===== config.mk =====
export PLATFORM = sky130hd
export DESIGN_NAME = bfcs_div
export DESIGN_NICKNAME = d
export VERILOG_FILES = /design/src/hdl/bfcs_pkg.sv /design/src/hdl/bfcs_div.sv
export SDC_FILE = /design/constraint.sdc
export NUM_CORES = 1
export LEC_CHECK = 0
export BUFFER_PORTS_ARGS = -buffer_cell sky130_fd_sc_hd__buf_2
export CAP_MARGIN = 25
export CORE_MARGIN = 4
export CORE_UTILIZATION = 59
export CTS_BUF_LIST = sky130_fd_sc_hd__clkbuf_2
export DETAILED_ROUTE_END_ITERATION = 8
export GPL_TIMING_DRIVEN = 0
export HOLD_SLACK_MARGIN = 0.06
export PLACE_DENSITY_LB_ADDON = 0.1
export SLEW_MARGIN = 15
export SYNTH_ARGS = -nofsm -noshare
export SYNTH_HDL_FRONTEND = slang
export SYNTH_SLANG_ARGS = --single-unit

===== constraint.sdc =====
create_clock -name clk -period 6.5 [get_ports clk]
set_input_delay 1.3 -clock clk [delete_from_list [all_inputs] [get_ports clk]]
set_output_delay 1.3 -clock clk [all_outputs]
set_load 0.01 [all_outputs]

===== src/hdl/bfcs_pkg.sv =====
// Shared package for the bilinear fill/crop scaler.
// Holds widths, codes, controller command/status structs and channel helpers.
// No dependencies.
`default_nettype none

package bfcs_pkg;

    localparam int PIX_W      = 24;
    localparam int COORD_W    = 12;
    localparam int SRC_W      = 9;
    localparam int DST_W      = 13;
    localparam int CROSS_W    = SRC_W + DST_W;
    localparam int CFG_IDX_W  = 3;
    localparam int CFG_DATA_W = 13;
    localparam int DVD_W      = 40;
    localparam int DVS_W      = 13;
    localparam int OFS_W      = 21;
    localparam int MULA_W     = OFS_W + 1;
    localparam int PROD_W     = MULA_W + DVS_W;
    localparam int CRD_W      = SRC_W + 8;
    localparam int WGT_W      = 17;
    localparam int SUM_W      = 25;
    localparam int DST_MAX    = 4096;

    localparam int MAX_WIDTH_DEF  = 256;
    localparam int MAX_HEIGHT_DEF = 256;

    localparam logic [CFG_IDX_W-1:0] CFG_SRC_WIDTH  = 3'd0;
    localparam logic [CFG_IDX_W-1:0] CFG_SRC_HEIGHT = 3'd1;
    localparam logic [CFG_IDX_W-1:0] CFG_DST_WIDTH  = 3'd2;
    localparam logic [CFG_IDX_W-1:0] CFG_DST_HEIGHT = 3'd3;
    localparam logic [CFG_IDX_W-1:0] CFG_PIX_FMT    = 3'd4;

    localparam logic OP_STORE   = 1'b0;
    localparam logic OP_REQUEST = 1'b1;

    localparam logic FMT_RGB888 = 1'b0;
    localparam logic FMT_RGB565 = 1'b1;

    localparam logic [1:0] CH_RED   = 2'd0;
    localparam logic [1:0] CH_GREEN = 2'd1;
    localparam logic [1:0] CH_BLUE  = 2'd2;

    typedef struct packed {
        logic       accept;
        logic       prep;
        logic       sel;
        logic       chs;
        logic       mul;
        logic       div_start;
        logic       div_take;
        logic       ofs;
        logic       crd;
        logic       rd_issue;
        logic       rd_take;
        logic       wgt;
        logic       chan;
        logic       cpy_issue;
        logic       cpy_take;
        logic       out_load;
        logic [1:0] cnt;
    } cmd_t;

    typedef struct packed {
        logic eq_sizes;
        logic div_busy;
        logic out_busy;
    } stat_t;

    function automatic logic [4:0] chan_shift(input logic fmt, input logic [1:0] ch);
        logic [4:0] s;
        case (ch)
            CH_RED:   s = (fmt == FMT_RGB565) ? 5'd11 : 5'd16;
            CH_GREEN: s = (fmt == FMT_RGB565) ? 5'd5 : 5'd8;
            default:  s = 5'd0;
        endcase
        return s;
    endfunction

    function automatic logic [7:0] chan_max(input logic fmt, input logic [1:0] ch);
        logic [7:0] m;
        if (fmt == FMT_RGB888)
            m = 8'hFF;
        else if (ch == CH_GREEN)
            m = 8'h3F;
        else
            m = 8'h1F;
        return m;
    endfunction

    function automatic logic [7:0] chan_get(input logic [PIX_W-1:0] pix, input logic fmt,
                                            input logic [1:0] ch);
        logic [PIX_W-1:0] s;
        s = pix >> chan_shift(fmt, ch);
        return s[7:0] & chan_max(fmt, ch);
    endfunction

endpackage

`default_nettype wire


===== src/hdl/bfcs_div.sv =====
// Restoring divider, one quotient bit per cycle.
// Depends on bfcs_pkg.
`default_nettype none

module bfcs_div
    import bfcs_pkg::*;
(
    input  wire logic             clk,
    input  wire logic             rst_n,
    input  wire logic             start,
    input  wire logic [DVD_W-1:0] dividend,
    input  wire logic [DVS_W-1:0] divisor,
    output logic                  busy,
    output logic [DVD_W-1:0]      quotient
);

    localparam int CNT_W = $clog2(DVD_W + 1);

    logic [CNT_W-1:0] cnt_reg, cnt_next;
    logic [DVD_W-1:0] quo_reg, quo_next;
    logic [DVS_W-1:0] rem_reg, rem_next;
    logic [DVS_W-1:0] dvs_reg;
    logic [DVS_W:0]   trial;
    logic             ge;

    always_comb
    begin
        trial    = {rem_reg, quo_reg[DVD_W-1]};
        ge       = trial >= {1'b0, dvs_reg};
        rem_next = ge ? DVS_W'(trial - {1'b0, dvs_reg}) : trial[DVS_W-1:0];
        quo_next = {quo_reg[DVD_W-2:0], ge};
        cnt_next = cnt_reg - CNT_W'(1);
    end

    always_ff @(posedge clk or negedge rst_n)
    begin
        if (!rst_n)
            cnt_reg <= '0;
        else if (start)
            cnt_reg <= CNT_W'(DVD_W);
        else if (busy)
            cnt_reg <= cnt_next;
    end

    always_ff @(posedge clk)
    begin
        if (start)
        begin
            quo_reg <= dividend;
            rem_reg <= '0;
            dvs_reg <= divisor;
        end
        else if (busy)
        begin
            quo_reg <= quo_next;
            rem_reg <= rem_next;
        end
    end

    assign busy     = cnt_reg != '0;
    assign quotient = quo_reg;

endmodule

`default_nettype wire


Word level (Yosys, flattened, before mapping)
Cells that the tools add are included.

word-level totals
  bits in registers = 72
  input bits = 56
  output and inout port bits = 41
  logic and storage cells = 14

cells by class
  add/subtract/negate cells = 2
  $lt $le $gt $ge = 1
  mux-type cells = 5
  reduce and logical (&&, ||, !) cells = 2

operator list
  cell                   count
  $mux W40               2
  $ge A14 B13 Y1         1
  $mux W13               1
  $sub A13 B13 Y13       1
  $mux W6                2
  $reduce_bool A6 Y1     1
  $sub A6 B1 Y6 const B  1
  $reduce_bool A2 Y1     1

Logic depth before layout (Yosys ltp)
  depth after elaboration = 3
  mapped depth = 11
  mapped depth without buffers = 10

Worst setup path after synthesis
No wires, ideal clock.

  kind = in2reg
  from = input port start
  to = register quo_reg[0], in the netlist quotient[0] (enable)
  setup time = 0.404 ns
  data arrival time = 2.749 ns
  data required time = 6.096 ns
  slack = 3.347 ns
  cell stages on the path = 3
  path buffers = 2
  cells stage by stage = buf_2 clkbuf_1 nand2b_1

on the way
  word-level cells in the longest chain between the ends = 1

RTL lines
  item                          line            text
  start: declaration            bfcs_div.sv:10  input wire logic start,
  $reduce_bool A2 Y1 (no line)  -
  end signal: assignment        bfcs_div.sv:49  quo_reg <= dividend;
  end signal: assignment        bfcs_div.sv:55  quo_reg <= quo_next;
  end: declaration              bfcs_div.sv:20  logic [DVD_W-1:0] quo_reg, quo_next;

Every way passes these cells.
A chain may end at the register's enable or synchronous reset.

Final worst setup path
  from = register cnt_reg[0]
  to = output port busy

on the way
  word-level cells in the longest chain between the ends = 1

RTL lines
  item                      line            text
  start: declaration        bfcs_div.sv:19  logic [CNT_W-1:0] cnt_reg, cnt_next;
  start signal: assignment  bfcs_div.sv:40  cnt_reg <= CNT_W'(DVD_W);
  start signal: assignment  bfcs_div.sv:42  cnt_reg <= cnt_next;
  $reduce_bool A6 Y1        bfcs_div.sv:60  assign busy = cnt_reg != '0;
  end: declaration          bfcs_div.sv:13  output logic busy,

Every way passes these cells.

==> impl_results.md <==
- Worst VDD drop: 0.175 mV
- Pint: 763 uW
- WHS Path Cells: 2
- Synth top area share: 0.435
- Outcome: completed
- Most frequent cells in the layout: buf_2, edfxtp_1, mux2_2, nand2_1, nor2_1
- CTS tree: done
- First-pass GRT wire length: 12.9 mm
- Post-cts sizing count: 0
- Drt pass-1 iters: 4
- Combinational fraction of design power: 0.181
- Max frequency: 0.236 GHz
- GP Congestion: 0.856
- Post-Place Worst Slack: 2.82 ns
- Max FFs per register: 40
- Hold Crit Class: reg -> reg
- Syn Inst Count: 307
- Post-DP HPWL: 5.78 mm
- Core Region: 0.00596 mm^2
- Antenna-violating nets left: 0
- Placed Instances: 479
- Pwr dens: 238 mW/mm^2
- Worst-Margin Slew: 0.743 ns
- Initial antenna violation count: 0
- Fin cells: 495
- Biggest area consumer among synthesized cells: edfxtp_1
- # diodes: 0
- Leakage Power: 1.93 nW
- Post-layout worst setup margin: 2.26 ns
- Yosys warning count: 0
- Net Switching: 283 uW
- CTS clk-pin slew, worst paths: 0.18 ns
- Layout area overhead: 20.1%
- DR vias/cell: 5.55
- Commonest non-fill, non-tap cell in the layout: buf_2
- Critical path required time: 5.20 ns
- Sequential element share of the synthesized area: 0.547
- Total gr overflow: 0
- Largest fanout on the critical path: 10
- Top post-synthesis cells by area: edfxtp_1, mux2_2, dfxtp_1
- DRC Markers: 0
- Number of global-route vias before repair: 2795
- # rows: 28
- Mapped cell area: 0.00366 mm^2
- Routed via count: 2746
- Share of synthesized registers carrying an async set or reset: 0.0833
- CTS Buf Count: 9
- Period utilisation layout: 0.653
- RSZ-0062 raised after global routing: false
- Max incr delay on CP: 0.58 ns
- Fin area: 0.00440 mm^2
- Max H-tree Level: 3
- Post-layout min period: 4.24 ns
- Cts hold-fix bufs: 0
- Port Buffers: 96
- Syn_nets: 378
- Clock power share: 0.279
- Critical Path Start Type: flip-flop
- R2R Setup Slk: 3.58 ns
- CP max-delay cell: nor3_2
- DRT iter0 DRCs: 137
- Max-slew headroom: 0.502
- Sw Ratio: 0.271
- Reg2Reg Depth: 10
- Reg area: 0.00200 mm^2
- # clock sinks: 72
- Multi-input gate area: 0.00152 mm^2
- Syn_area_per_cell: 11.9 um^2
- Die area: 0.00753 mm^2
- Die W: 86.8 um
- Ports: 97
- Largest net degree at the start of global routing: 34
- Clk buf depth: 2
- Final WL: 7.72 mm
- TNS Setup: 0 ns
- Max cap viols: 0
- Final hold vios: 0
- Filler Cells Inserted: 443
- Root buf cell: clkbuf_2
- # setup viols final: 0
- Clock Latency Late Sink: 0.50 ns
- Setup CP Type: reg -> out
- Worst clock skew: 0.0247 ns
- Initial Utilization: 0.615
- Die height: 86.8 um
- Nets: 486
- Tot GR Track Use: 0.221
- Avg WL per Cell: 15.6 um
- Fin. max-slew vios: 0
- Primary FF master, synth: edfxtp_1
- Share of cells above drive strength 1: 0.395
- Arr. time, crit path: 2.94 ns
- Flops & latches, synth: 72
- Setup Fix Bufs, Post-CTS: 0
- DP Area: 0.00426 mm^2
- Post-synth EDFFs: 53
- Synth cell types: 49
- Critical Path End Type: primary output
- Critical-path cell list: inv_1, ha_1, nand2_1, nor3_2, clkinv_1, clkbuf_1, buf_2
- Sequential Power Share: 0.540
-- power groups by stage --
stage | clock network (mW) | registers, mW | logic (mW)
detailed placement | 0 | 0.575 | 0.190
global placement | 0 | 0.573 | 0.183
CTS | 0.297 | 0.565 | 0.191
finish | 0.292 | 0.565 | 0.189
global route | 0.324 | 0.571 | 0.210
floorplan | 0 | 0.585 | 0.108
-- per-layer routing --
metal | up-vias | wire (um) | global-route usage
li1 | 1345 | - | -
met1 | 1300 | 3260 | 0.275
met2 | 89 | 3840 | 0.368
met3 | 12 | 515 | 0.0580
met4 | 0 | 108 | 0.0892
met5 | - | 0 | 0
-- path summary, 6_finish.rpt --
check                                        start                 endpoint
min in group asynchronous                    rst_n   cnt_reg[5]$_DFFE_PN0P_
max                         cnt_reg[0]$_DFFE_PN0P_                     busy
min                        rem_reg[2]$_SDFFE_PP0P_  rem_reg[2]$_SDFFE_PP0P_
min reg2reg                rem_reg[2]$_SDFFE_PP0P_  rem_reg[2]$_SDFFE_PP0P_
max in group asynchronous                    rst_n   cnt_reg[0]$_DFFE_PN0P_
max reg2reg                 quotient[39]$_DFFE_PP_    quotient[0]$_DFFE_PP_
-- worst max-delay path, delay by kind of cell (launching register included) --
kind,cells,cell delay [ns]
adders and majority gates,1,0.22
buffers and inverters,4,1.13
DFF,1,0.42
and+or+nand+nor,2,0.70
-- cell type report --
type,instances,area share
buffer,14,0.0154
tap,75,0.0213
clock inverter,7,0.0216
sequential,72,0.455
multi-input combinational,200,0.345
clock buffer,9,0.0102
timing repair buffer,97,0.114
inverter,21,0.0179
-- cell families after synthesis --
kind of cell / share of synthesized area
AOI/OAI and AO/OA: 0.105
xor gates and xnor gates: 0.0215
adders and majority gates: 0.0533
buffers and inverters: 0.0400
DFF: 0.547
muxes: 0.129
and+or+nand+nor: 0.104
-- cell usage after synthesis, drive strengths merged, types with 2 or more instances --
library cell	count
or3	2
a21o	4
and2	2
nand4	2
nand3	3
buf	5
nor3	2
a31o	2
o41ai	2
nor2	25
a31oi	4
a21oi	12
ha	14
o31ai	3
nor4b	2
nand2	28
edfxtp	53
nand2b	6
a211oi	3
clkbuf	9
a311oi	9
xnor2	8
dfxtp	13
o21ai	8
nor2b	4
mux2	41
dfrtp	6
inv	20
-- metrics by stage --
step	utilization	hold WS [ns]	total power [mW]
floorplan	-	0.454	0.693
detailed placement	0.715	0.479	0.764
finish	0.738	0.501	1.05
global route	0.738	0.509	1.11
CTS	0.738	0.497	1.05
global placement	0.711	0.480	0.756
Note: power is estimated with default switching activity, not from simulation.
