File: config.mk
export PLATFORM = sky130hd
export DESIGN_NAME = bfcs_ctrl
export DESIGN_NICKNAME = d
export VERILOG_FILES = /design/src/hdl/bfcs_pkg.sv /design/src/hdl/bfcs_ctrl.sv
export SDC_FILE = /design/constraint.sdc
export NUM_CORES = 1
export LEC_CHECK = 0
export BUFFER_PORTS_ARGS = -buffer_cell sky130_fd_sc_hd__buf_2
export CAP_MARGIN = 20
export CORE_MARGIN = 2
export CORE_UTILIZATION = 45
export DETAILED_ROUTE_END_ITERATION = 16
export PLACE_DENSITY = 0.77
export SYNTH_ARGS = -nofsm -noshare
export SYNTH_HDL_FRONTEND = slang
export SYNTH_SLANG_ARGS = --single-unit
File: constraint.sdc
create_clock -name clk -period 3.6 [get_ports clk]
set_clock_uncertainty 0.15 [all_clocks]
set_input_delay 0.72 -clock clk [delete_from_list [all_inputs] [get_ports clk]]
set_output_delay 0.72 -clock clk [all_outputs]
set_load 0.05 [all_outputs]
File: src/hdl/bfcs_pkg.sv
// Shared package for the bilinear fill/crop scaler.
// Holds widths, codes, controller command/status structs and channel helpers.
// No dependencies.
`default_nettype none

package bfcs_pkg;

    localparam int PIX_W      = 24;
    localparam int COORD_W    = 12;
    localparam int SRC_W      = 9;
    localparam int DST_W      = 13;
    localparam int CROSS_W    = SRC_W + DST_W;
    localparam int CFG_IDX_W  = 3;
    localparam int CFG_DATA_W = 13;
    localparam int DVD_W      = 40;
    localparam int DVS_W      = 13;
    localparam int OFS_W      = 21;
    localparam int MULA_W     = OFS_W + 1;
    localparam int PROD_W     = MULA_W + DVS_W;
    localparam int CRD_W      = SRC_W + 8;
    localparam int WGT_W      = 17;
    localparam int SUM_W      = 25;
    localparam int DST_MAX    = 4096;

    localparam int MAX_WIDTH_DEF  = 256;
    localparam int MAX_HEIGHT_DEF = 256;

    localparam logic [CFG_IDX_W-1:0] CFG_SRC_WIDTH  = 3'd0;
    localparam logic [CFG_IDX_W-1:0] CFG_SRC_HEIGHT = 3'd1;
    localparam logic [CFG_IDX_W-1:0] CFG_DST_WIDTH  = 3'd2;
    localparam logic [CFG_IDX_W-1:0] CFG_DST_HEIGHT = 3'd3;
    localparam logic [CFG_IDX_W-1:0] CFG_PIX_FMT    = 3'd4;

    localparam logic OP_STORE   = 1'b0;
    localparam logic OP_REQUEST = 1'b1;

    localparam logic FMT_RGB888 = 1'b0;
    localparam logic FMT_RGB565 = 1'b1;

    localparam logic [1:0] CH_RED   = 2'd0;
    localparam logic [1:0] CH_GREEN = 2'd1;
    localparam logic [1:0] CH_BLUE  = 2'd2;

    typedef struct packed {
        logic       accept;
        logic       prep;
        logic       sel;
        logic       chs;
        logic       mul;
        logic       div_start;
        logic       div_take;
        logic       ofs;
        logic       crd;
        logic       rd_issue;
        logic       rd_take;
        logic       wgt;
        logic       chan;
        logic       cpy_issue;
        logic       cpy_take;
        logic       out_load;
        logic [1:0] cnt;
    } cmd_t;

    typedef struct packed {
        logic eq_sizes;
        logic div_busy;
        logic out_busy;
    } stat_t;

    function automatic logic [4:0] chan_shift(input logic fmt, input logic [1:0] ch);
        logic [4:0] s;
        case (ch)
            CH_RED:   s = (fmt == FMT_RGB565) ? 5'd11 : 5'd16;
            CH_GREEN: s = (fmt == FMT_RGB565) ? 5'd5 : 5'd8;
            default:  s = 5'd0;
        endcase
        return s;
    endfunction

    function automatic logic [7:0] chan_max(input logic fmt, input logic [1:0] ch);
        logic [7:0] m;
        if (fmt == FMT_RGB888)
            m = 8'hFF;
        else if (ch == CH_GREEN)
            m = 8'h3F;
        else
            m = 8'h1F;
        return m;
    endfunction

    function automatic logic [7:0] chan_get(input logic [PIX_W-1:0] pix, input logic fmt,
                                            input logic [1:0] ch);
        logic [PIX_W-1:0] s;
        s = pix >> chan_shift(fmt, ch);
        return s[7:0] & chan_max(fmt, ch);
    endfunction

endpackage

`default_nettype wire

File: src/hdl/bfcs_ctrl.sv
// Controller state machine: sequences crop, coordinate, fetch and blend steps, or a direct copy when sizes match.
// Depends on bfcs_pkg; drives bfcs_dpath through cmd_t.
`default_nettype none

module bfcs_ctrl
    import bfcs_pkg::*;
(
    input  wire logic  clk,
    input  wire logic  rst_n,
    input  wire logic  in_valid,
    input  wire logic  op,
    output logic       in_stall,
    input  wire stat_t stat,
    output cmd_t       cmd
);

    typedef enum logic [15:0] {
        ST_IDLE = 16'b0000_0000_0000_0001,
        ST_PREP = 16'b0000_0000_0000_0010,
        ST_SEL  = 16'b0000_0000_0000_0100,
        ST_CHS  = 16'b0000_0000_0000_1000,
        ST_MUL  = 16'b0000_0000_0001_0000,
        ST_DST  = 16'b0000_0000_0010_0000,
        ST_DIV  = 16'b0000_0000_0100_0000,
        ST_OFS  = 16'b0000_0000_1000_0000,
        ST_CRD  = 16'b0000_0001_0000_0000,
        ST_RD   = 16'b0000_0010_0000_0000,
        ST_RDW  = 16'b0000_0100_0000_0000,
        ST_WGT  = 16'b0000_1000_0000_0000,
        ST_CHAN = 16'b0001_0000_0000_0000,
        ST_CPY  = 16'b0010_0000_0000_0000,
        ST_CPYW = 16'b0100_0000_0000_0000,
        ST_OUT  = 16'b1000_0000_0000_0000
    } state_t;

    state_t     state_reg, state_next;
    logic [1:0] cnt_reg, cnt_next;

    always_comb
    begin
        state_next = state_reg;
        cnt_next   = cnt_reg;
        cmd        = '0;
        cmd.cnt    = cnt_reg;
        in_stall   = state_reg != ST_IDLE;
        case (state_reg)
            ST_IDLE:
            begin
                if (in_valid)
                begin
                    cmd.accept = 1'b1;
                    if (op == OP_REQUEST)
                        state_next = ST_PREP;
                end
            end
            ST_PREP:
            begin
                cmd.prep   = 1'b1;
                state_next = ST_SEL;
            end
            ST_SEL:
            begin
                cmd.sel    = 1'b1;
                state_next = ST_CHS;
            end
            ST_CHS:
            begin
                cmd.chs    = 1'b1;
                cnt_next   = 2'd0;
                state_next = stat.eq_sizes ? ST_CPY : ST_MUL;
            end
            ST_MUL:
            begin
                cmd.mul    = 1'b1;
                state_next = ST_DST;
            end
            ST_DST:
            begin
                cmd.div_start = 1'b1;
                state_next    = ST_DIV;
            end
            ST_DIV:
            begin
                if (!stat.div_busy)
                begin
                    cmd.div_take = 1'b1;
                    cnt_next     = cnt_reg + 2'd1;
                    if (cnt_reg == 2'd1)
                        state_next = ST_OFS;
                    else if (cnt_reg == 2'd3)
                        state_next = ST_CRD;
                    else
                        state_next = ST_MUL;
                end
            end
            ST_OFS:
            begin
                cmd.ofs    = 1'b1;
                state_next = ST_MUL;
            end
            ST_CRD:
            begin
                cmd.crd    = 1'b1;
                cnt_next   = 2'd0;
                state_next = ST_RD;
            end
            ST_RD:
            begin
                cmd.rd_issue = 1'b1;
                state_next   = ST_RDW;
            end
            ST_RDW:
            begin
                cmd.rd_take = 1'b1;
                cnt_next    = cnt_reg + 2'd1;
                state_next  = (cnt_reg == 2'd3) ? ST_WGT : ST_RD;
            end
            ST_WGT:
            begin
                cmd.wgt    = 1'b1;
                cnt_next   = CH_RED;
                state_next = ST_CHAN;
            end
            ST_CHAN:
            begin
                cmd.chan   = 1'b1;
                cnt_next   = cnt_reg + 2'd1;
                state_next = (cnt_reg == CH_BLUE) ? ST_OUT : ST_CHAN;
            end
            ST_CPY:
            begin
                cmd.cpy_issue = 1'b1;
                state_next    = ST_CPYW;
            end
            ST_CPYW:
            begin
                cmd.cpy_take = 1'b1;
                state_next   = ST_OUT;
            end
            ST_OUT:
            begin
                if (!stat.out_busy)
                begin
                    cmd.out_load = 1'b1;
                    state_next   = ST_IDLE;
                end
            end
            default:
            begin
                state_next = ST_IDLE;
            end
        endcase
    end

    always_ff @(posedge clk or negedge rst_n)
    begin
        if (!rst_n)
        begin
            state_reg <= ST_IDLE;
            cnt_reg   <= 2'd0;
        end
        else
        begin
            state_reg <= state_next;
            cnt_reg   <= cnt_next;
        end
    end

endmodule

`default_nettype wire

== Word-level counts from Yosys, hierarchy flattened ==
Cells that the tools add are included.
Word-level totals
  flip-flop bits (word level): 18
  logic and storage cells: 63
  bits of input ports: 7
  output and inout bits: 19
Cells by class
  equality and inequality tests: 24
  multiplexer cells: 31
  reductions and logical operators: 5
  add/sub/neg operators: 1
Operators with widths (count)
  16-bit case mux with 16 select lines: 1
  16-bit two-way mux: 6
  1-bit two-way mux: 19
  16-bit by 1-bit == test with 1-bit output, second input constant: 1
  16-bit by 10-bit == test with 1-bit output, second input constant: 1
  16-bit by 11-bit == test with 1-bit output, second input constant: 1
  16-bit by 12-bit == test with 1-bit output, second input constant: 1
  16-bit by 13-bit == test with 1-bit output, second input constant: 1
  16-bit by 14-bit == test with 1-bit output, second input constant: 1
  16-bit by 15-bit == test with 1-bit output, second input constant: 1
  16-bit == test, second input constant: 1
  16-bit by 2-bit == test with 1-bit output, second input constant: 1
  16-bit by 3-bit == test with 1-bit output, second input constant: 1
  16-bit by 4-bit == test with 1-bit output, second input constant: 1
  16-bit by 5-bit == test with 1-bit output, second input constant: 1
  16-bit by 6-bit == test with 1-bit output, second input constant: 1
  16-bit by 7-bit == test with 1-bit output, second input constant: 1
  16-bit by 8-bit == test with 1-bit output, second input constant: 1
  16-bit by 9-bit == test with 1-bit output, second input constant: 1
  16-bit by 1-bit inequality test with 1-bit output, second input constant: 1
  14-bit two-way mux: 1
  12-bit two-way mux: 1
  9-bit two-way mux: 1
  2-bit inequality test, second input constant: 4
  10 further kinds: 11

== Longest topological paths before layout ==
Gate-level depths: netlist (run 1).
  word-level depth: 5
  depth in mapped cells: 7
  gate-level depth less buffers: 5

== Worst setup path after synthesis (run 1) ==
OpenSTA, ideal clock, no wires.
  path kind: register to output
  from: register state_reg[9]
  to: output cmd[16] (netlist bit)
  path slack: -212 ps
  buffers on the path: 2
  stages on the path, launching flop included: 7
  data required time: 2730 ps
  arrival: 2942 ps
  cells stage by stage: dfrtp_1 clkbuf_1 or4_1 buf_2 nor2_4 nand2_1 nor4_1
RTL lines
  start, declared: RTL line bfcs_ctrl.sv:36  | state_t state_reg, state_next;
  start signal, assigned: RTL line bfcs_ctrl.sv:164  | state_reg <= state_next;
  end, declared: RTL line bfcs_ctrl.sv:14  | output cmd_t cmd

==> impl_results.md, run 1 <==
* Die Width at 57.2 um
* Post-synthesis sequential element count at 18
* GRT overflow at 0
* Drt total wl at 2.88 mm
* Endpoints failing hold at 0
* Period utilization at 0.933
* Chip height at 57.2 um
* # port buffers at 25
* CTS clock-pin slew for the worst setup and hold paths at 0.10 ns
* Most common cell in the netlist: dfrtp_1
* First-pass GRT wire length at 4.77 mm
* Library cells used by synthesis at 44
* Clock Latency Late Sink at 0.30 ns
* FMAX at 298 MHz
* Average wire per standard cell at 15.6 um
* Ys async rst share at 1.00
* Vias/cell at 6.09
* Initial antenna violation count at 0
* Die area at 3280 um2
* CTS Hold Bufs at 0
* Post-CTS sizing at 0
* Slew HR at 0.654
* Adder-cell area share of the yosys netlist at 0.0393
* Main flop type after synthesis: dfrtp_1
* Post-synthesis mux area share at 0.0167
* CTS tree: built
* WS Path Type: register to output port
* Cells after Synth at 131
* Status: finished, final reports clean
* Hold WC Path Type: primary input to asynchronous set/reset pin
* Avg Inst Size Synth at 9.73 um2
* Clock sink count at 18
* EDFF count, synth at 0
* Largest area contributor in the netlist: dfrtp_1
* Largest register FFs at 16
* Via count at 1,121
* Clock Path Buffers at 2
* Seq/Total Area, Yosys at 0.354
* Final min period at 3.36 ns
* CORE AREA at 2730 um2
* Root Buffer: clkbuf_4
* Synth top area share at 0.334
* Worst VDD drop at 366 uV
* WL met2 at 1.36 mm
* Largest family of logic cells by synthesized area: simple AND/OR/NAND/NOR gates
* Xor/xnor cell area share of the yosys netlist at 0.0206
* IO Pins at 26
* Worst-path fanout max at 9
* Synthesized Nets at 142
* Simple-Gate Fraction of Synth Area at 0.436
* Post-layout util at 0.526
* Largest net degree at the start of global routing at 19
* CTS buffer count at 3
* TritonRoute pass-1 iters at 4
* Leak at 0.728 nW
* Initial Util at 0.466
* Fin nets at 165
* Routability cong. at 0.835
* Layout cells sized above 1 at 0.307
* Netlist Area Pre-Place at 1270 um2
* Register Area at 452 um2
* Met3 wire len at 153 um
* CP arrival at 2.49 ns
* Fill count at 275
* Setup Fix Bufs, Post-CTS at 0
* Unrepaired setup endpoints after global routing: false
* Pins Over Slew Limit at 0
* Final count of negative-setup-slack endpoints at 0
* # diodes at 0
* Drc violations at 0
* Multi-input logic area at 756 um2
* Setup crit end kind: output port
* Synthesis-to-layout area growth at 12.8%
* WL met1 at 1.30 mm
* CTS H-tree lvls at 1
* Rows at 19
* PD cells at 532 nW/um2
* Ys Warns at 0
* Startpoint Class: register
* DR iter-0 viols at 74
* Max Used Layer: met4
* Max cap viols at 0
* Setup Total Neg Slack at 0 ns
* Synth top area cells: dfrtp_1 33%, nor4b_1 5.5%, ha_1 3.9%
* GRT Total Usage at 0.191
* Post-synthesis compound-gate area fraction at 0.0756
* Vias in the first global route at 1,068
* Most common library cells after synthesis: 17 x dfrtp_1, 8 x nor2_1, 8 x nor4b_1
* WP data required at 2.73 ns
* DP HPWL at 2.25 mm
* Final antenna-violating net count at 0
* Slew @ Worst Pin at 0.514 ns
==> area by class of cell <==
type                    count  area share
flip-flops and latches     18       0.314
multi-input cells          99       0.526
well taps                  31      0.0270
clock buffers               4      0.0252
repair buffers             26      0.0923
inverters                   6      0.0157
==> where the power goes <==
group | leakage (nW) | total, mW | switching, mW | internal, mW
Combinational | 0.464 | 0.367 | 0.239 | 0.128
Sequential | 0.243 | 0.271 | 0.0409 | 0.230
Clock | 0.0210 | 0.126 | 0.0639 | 0.0617
Total | 0.728 | 0.764 | 0.344 | 0.420
==> through the flow <==
step | setup slack (ns) | instance area (um2) | power (mW) | std cells | hold WS (ns)
final | 0.243 | 1440 | 0.764 | 184 | 0.181
after global routing | 0.0857 | 1440 | 0.818 | 184 | 0.205
after CTS | 0.243 | 1440 | 0.767 | 184 | 0.194
after detailed placement | 0.586 | 1400 | 0.641 | 180 | 0.432
after global placement | 0.642 | 1400 | 0.631 | 180 | 0.406
after floorplan | 0.0224 | 1280 | 0.551 | 131 | 0.274
==> cell usage in the layout (no fill, tap or decap), types with 2 or more instances in the layout <==
master and n:
ha_1 4, or4_1 2, o21ai_0 3, inv_1 6
nor4b_1 8, nor4_2 3, nand4_1 2, nor4b_2 2
a21o_1 2, or4_4 2, nor3_1 3, nor3b_1 2
and2_1 6, nor4_1 6, nand2b_1 3, and3_1 3
nand3_1 5, a21oi_1 2, or4b_2 4, xnor2_1 2
dfrtp_1 17, nand2_1 7, and4b_1 4, buf_2 25
clkbuf_4 3, nor2_1 8
==> logic make-up (layout without fill, tap and decap cells) <==
group,Yosys count,in the layout
muxes,2,2
AOI/OAI and AO/OA,14,14
buffers and inverters,14,36
xor gates and xnor gates,3,3
DFF,18,18
and+or+nand+nor,76,76
adders and majority gates,4,4
==> metal layers <==
metal | vias to the layer above | GRT usage
li1 | 544 | -
met1 | 537 | 0.251
met2 | 33 | 0.305
met3 | 7 | 0.0385
met4 | 0 | 0.0831
met5 | - | 0
==> path summary, 6_finish.rpt <==
kind | from | endpoint | slack, ns | cells after the start
hold / removal | rst_n | state_reg[2] | 0.18 | 1
setup reg to reg | state_reg[8] | state_reg[4] | 1.23 | 5
setup / recovery | state_reg[8] | cmd[13] | 0.24 | 5
min in group clk | state_reg[3] | state_reg[2] | 0.46 | 1
hold reg to reg | state_reg[3] | state_reg[2] | 0.46 | 1
max in group asynchronous | rst_n | state_reg[0] | 2.80 | 1
==> worst max-delay path, stage by stage, from the launching register on <==
cell     delay [ns]
dfrtp_1        0.48
or4_1          0.75
nor3_2         0.31
nand2_1        0.16
nor3b_1        0.21
buf_2          0.29
No activity file was read; power rests on OpenSTA's default activity.
==> run 2: changes to the inputs <==
PLACE_DENSITY = 0.79   (was 0.77)
clock period = 3 ns   (was 3.6 ns; I/O delays follow)
==> impl_results.md, run 2 (same netlist as run 1, synthesis figures left out) <==
* Status: finished with violations
* Failing checks: setup timing
* CTS clock-pin slew for the worst setup and hold paths at 0.11 ns (about the same)
* Max cap viols at 0 (unchanged)
* Vias/cell at 6.21 (+2.0%)
* Largest register FFs at 16 (unchanged)
* Fin nets at 186 (+13%)
* GRT Total Usage at 0.191 (about the same)
* Layout cells sized above 1 at 0.460 (+0.153)
* CTS Hold Bufs at 0 (unchanged)
* CP peak stage delay at 0.61 ns (-0.14 ns)
* CTS tree: built
* Rows at 19 (unchanged)
* WP data required at 2.25 ns (-0.48 ns)
* Leak at 0.836 nW (+15%)
* Unrepaired setup endpoints after global routing: true
* Pins Over Slew Limit at 0 (unchanged)
* Die area at 3280 um2 (unchanged)
* DP HPWL at 2.31 mm (+2.6%)
* Average wire per standard cell at 16.7 um (+6.9%)
* PD cells at 593 nW/um2 (+12%)
* Synthesis-to-layout area growth at 34.8%
* Die Width at 57.2 um (unchanged)
* Final min period at 3.04 ns
* Final WS setup at -0.0428 ns (-0.285 ns)
* Startpoint Class: register
* Endpoints failing hold at 0 (unchanged)
* Chip height at 57.2 um (unchanged)
* Worst VDD drop at 498 uV (+36%)
* Post-layout util at 0.629 (+0.103)
* Layout Cells excl Fill at 205 (+11%)
* Initial Util at 0.466 (unchanged)
* CTS H-tree lvls at 1 (unchanged)
* Setup crit end kind: output port
* Clock Latency Late Sink at 0.31 ns (about the same)
* Clock Path Buffers at 2 (unchanged)
* CTS buffer count at 3 (unchanged)
* CORE AREA at 2730 um2 (unchanged)
* Final antenna-violating net count at 0 (unchanged)
* FMAX at 329 MHz
* CP cell instances: or4_4, buf_12, nor3_4, and4b_1, buf_6
* Largest net degree at the start of global routing at 19 (unchanged)
* Slowest stage cell, crit path: or4_4
* GRT overflow at 0 (unchanged)
* First-pass GRT wire length at 4.84 mm (+1.4%)
* WS Path Type: register to output port
* Initial antenna violation count at 0 (unchanged)
* Final hold slack at 0.0607 ns (-0.120 ns)
* CP arrival at 2.29 ns (-0.20 ns)
* Clock sink count at 18 (unchanged)
* Vias in the first global route at 1,081 (+1.2%)
* Final count of negative-setup-slack endpoints at 2 (+2)
* Slew HR at 0.500 (-0.154)
* Worst-path fanout max at 7 (-2)
* Drt total wl at 3.42 mm (+19%)
* Root Buffer: clkbuf_4
* IO Pins at 26 (unchanged)
* TritonRoute pass-1 iters at 5 (+1)
* Slew @ Worst Pin at 0.744 ns (+0.229 ns)
* Drc violations at 0 (unchanged)
* Hold WC Path Type: primary input to asynchronous set/reset pin
* # diodes at 0 (unchanged)
* # port buffers at 25 (unchanged)
* DP Cell Count at 184 (+2.2%)
* Via count at 1,274 (+14%)
* Commonest non-fill, non-tap cell in the layout: buf_4
* DR iter-0 viols at 38 (-49%)
* Routability cong. at 0.881 (+5.6%)
* Commonest cells after routing, fill and taps aside: 24 x buf_4, 16 x buf_2, 11 x dfrtp_1, 8 x nor4b_1, 8 x nor2_1
* Period utilization at 1.01
run 2: cell count changes in the layout (fill, tap and decap cells not counted), moves of 2 or more:
cell and delta:
buf_4 +23, buf_2 -9, dfrtp_1 -6, dfrtp_2 +6, buf_6 +5, nand2_1 -2
nand2_2 +2, nor4b_2 -2, nor4b_4 +2, or4_1 -2, or4_4 +2
run 2: report_power, final:
part	leakage [nW]	internal, mW	switching (mW)
logic	0.581	0.208	0.328
registers	0.233	0.278	0.0493
clock network	0.0210	0.0742	0.0823
run 2: cell type report:
type / instances / area [um2]
clock buffer: 4 / 36.3
fill: 218 / 1010
inverter: 6 / 22.5
multi-input combinational: 99 / 818
sequential: 18 / 459
tap: 31 / 38.8
timing repair buffer: 47 / 344
run 2: routing by layer:
layer	wire (um)	track usage	vias up
met4	108	0.0864	0
met2	1740	0.319	61
met3	215	0.0317	12
met5	0	0	-
met1	1360	0.243	613
li1	-	-	588
run 2: path summary, 6_finish.rpt:
path	from	to	slack, ns	depth (start not counted)
setup / recovery	state_reg[14]	cmd[9]	-0.04	5
setup reg to reg	state_reg[14]	cnt_reg[0]	0.59	7
min in group clk	stat[2]	state_reg[13]	0.36	2
hold reg to reg	state_reg[2]	state_reg[2]	0.40	1
max in group asynchronous	rst_n	state_reg[0]	2.31	1
hold / removal	rst_n	state_reg[14]	0.06	1
run 2: what timing repair did:
item	in CTS	in global routing
endpoints found under the setup margin	9	10
resized for setup	14	18
pin swaps	2	12
setup buffers	1	16
run 2: worst max-delay path: cells and delay by family (launching register included):
family | cells | cell delay [ns]
buffers and inverters | 2 | 0.34
AND/OR/NAND/NOR | 3 | 1.18
flip-flops | 1 | 0.47
run 2: stage by stage:
step | setup TNS, ns | instance area, um2 | worst slack, ns | total power [mW]
2_1_floorplan | -0.123 | 1290 | -0.123 | 0.663
3_3_place_gp | 0 | 1440 | 0.217 | 0.758
3_5_place_dp | 0 | 1440 | 0.122 | 0.771
4_1_cts | -0.0172 | 1520 | -0.0172 | 0.947
5_1_grt | -0.432 | 1720 | -0.105 | 1.07
6_report | -0.0589 | 1720 | -0.0428 | 1.02
==> run 3: changes to the inputs <==
RECOVER_POWER = 25   (was default)
REMOVE_ABC_BUFFERS = 1   (was default)
==> impl_results.md, run 3 (same netlist as run 1, synthesis figures left out) <==
* Clock sink count at 18 (unchanged)
* Pins Over Slew Limit at 0 (unchanged)
* Unrepaired setup endpoints after global routing: true
* WP data required at 2.25 ns (about the same)
* R2r startpoint: state_reg[14]
* Slew HR at 0.341 (-0.159)
* Total power at 0.960 mW (-5.9%)
* # port buffers at 25 (unchanged)
* Setup crit start: state_reg[14]
* Commonest cells after routing, fill and taps aside: 18 x buf_4, 14 x buf_2, 10 x dfrtp_1, 8 x nor4b_1, 8 x nor2_1
* Chip height at 57.2 um (unchanged)
* Max cap viols at 0 (unchanged)
* R2r worst-path depth at 5 (-2)
* Clock Latency Late Sink at 0.31 ns (about the same)
* TritonRoute pass-1 iters at 4 (-1)
* Average wire per standard cell at 16.6 um (-0.45%)
* Vias/cell at 6.02 (-3.1%)
* First-pass GRT wire length at 5.22 mm (+7.9%)
* Initial antenna violation count at 0 (unchanged)
* Setup crit end: cmd[12]
* Dpl cell area at 1430 um2 (-0.26%)
* Final hold slack at 0.265 ns (+0.204 ns)
* CTS buffer count at 3 (unchanged)
* Rows at 19 (unchanged)
* Reg2Reg Setup Slack at 0.66 ns (+0.07 ns)
* Final min period at 3.01 ns (-0.0279 ns)
* CP arrival at 2.26 ns (-0.03 ns)
* CTS tree: built
* Die Width at 57.2 um (unchanged)
* FMAX at 332 MHz (+0.93%)
* Hold WC Path Type: primary input to asynchronous set/reset pin
* Via count at 1,180 (-7.4%)
* DR iter-0 viols at 63 (+66%)
* DP HPWL at 2.33 mm (+0.81%)
* CTS Hold Bufs at 0 (unchanged)
* Synthesis-to-layout area growth at 27.1%
* Period utilization at 1.00 (-0.00931)
* Slew @ Worst Pin at 0.989 ns (+0.245 ns)
* CTS clock-pin slew for the worst setup and hold paths at 0.11 ns (about the same)
* Drt total wl at 3.26 mm (-4.8%)
* CORE AREA at 2730 um2 (unchanged)
* Finished Cell Area at 1620 um2 (-5.7%)
* Failing checks: setup timing
* Drc violations at 0 (unchanged)
* Register Area at 460 um2 (+0.27%)
* Final WS setup at -0.0149 ns (+0.0279 ns)
* Fin nets at 177 (-4.8%)
* WS Path Type: register to output port
* Worst slack, placed at 0.144 ns (+0.0220 ns)
* Setup Total Neg Slack at -0.0149 ns (+0.0440 ns)
* GRT overflow at 0 (unchanged)
* Multi-input logic area at 818 um2 (unchanged)
* Die area at 3280 um2 (unchanged)
* Startpoint Class: register
* Worst-path fanout max at 7 (unchanged)
* Largest net degree at the start of global routing at 19 (unchanged)
* Vias in the first global route at 1,121 (+3.7%)
* Initial Util at 0.466 (unchanged)
* GRT Total Usage at 0.209 (+0.0175)
* Endpoints failing hold at 0 (unchanged)
* Layout cells sized above 1 at 0.430 (-0.0295)
* IO Pins at 26 (unchanged)
* Final antenna-violating net count at 0 (unchanged)
* # diodes at 0 (unchanged)
* Setup crit end kind: output port
* CTS H-tree lvls at 1 (unchanged)
* Final count of negative-setup-slack endpoints at 1 (-1)
* Fill count at 230 (+5.5%)
* Commonest non-fill, non-tap cell in the layout: buf_4
* Largest register FFs at 16 (unchanged)
* Leak at 0.776 nW (-7.2%)
* Worst VDD drop at 491 uV (-1.4%)
* Status: finished with violations
* R2r endpoint: cnt_reg[0]
* Routability cong. at 0.879 (-0.23%)
* Clock Path Buffers at 2 (unchanged)
* PD cells at 592 nW/um2 (-0.15%)
* Root Buffer: clkbuf_4
==> run 3: cell count changes in the layout (fill, tap and decap cells not counted), sizes merged <==
| cell | change |
|---|---|
| clkbuf | +3 |
| buf | -12 |
==> run 3: worst min path at each step <==
stage	end	slack, ns	depth (start not counted)
3_3_place_gp	state_reg[2]	0.40	1
2_1_floorplan	cnt_reg[0]	0.15	0
5_1_grt	state_reg[3]	0.34	1
6_report	state_reg[13]	0.26	1
3_5_place_dp	state_reg[3]	0.40	1
4_1_cts	state_reg[13]	0.07	1
==> run 3: where the power goes <==
part | leakage, nW | internal [mW] | switching (mW)
clock | 0.0150 | 0.0521 | 0.0840
sequential | 0.232 | 0.278 | 0.0504
combinational | 0.529 | 0.178 | 0.317
total | 0.776 | 0.508 | 0.451
==> run 3: repair_timing <==
action | CTS | global route
setup endpoints to repair | 10 | 12
buffers inserted | 2 | 5
resized for setup | 13 | 21
pin swaps | 2 | 8
==> run 3: final cells by class <==
type                       instances  area share
multi-input combinational         99       0.505
sequential                        18       0.284
timing repair buffer              38       0.157
tap                               31      0.0239
clock buffer                       4      0.0162
inverter                           6      0.0139
==> run 3: routing by layer <==
layer,vias to the layer above,GRT usage,part of all wire
met5,-,0,0
met4,0,0.0731,0.017
met3,8,0.0454,0.054
met2,37,0.356,0.52
met1,568,0.260,0.41
li1,567,-,-
==> run 3: critical path, stage by stage (launching register included) <==
cell	delay, ns
dfrtp_2	0.47
or4_4	0.63
nor3_4	0.29
nand2_2	0.13
nor3b_2	0.23
buf_6	0.19
==> run 3: stage by stage <==
stage,util,std cells
floorplan,-,123
global placement,0.524,185
detailed placement,0.524,185
CTS,0.555,191
global route,0.593,196
finish,0.593,196
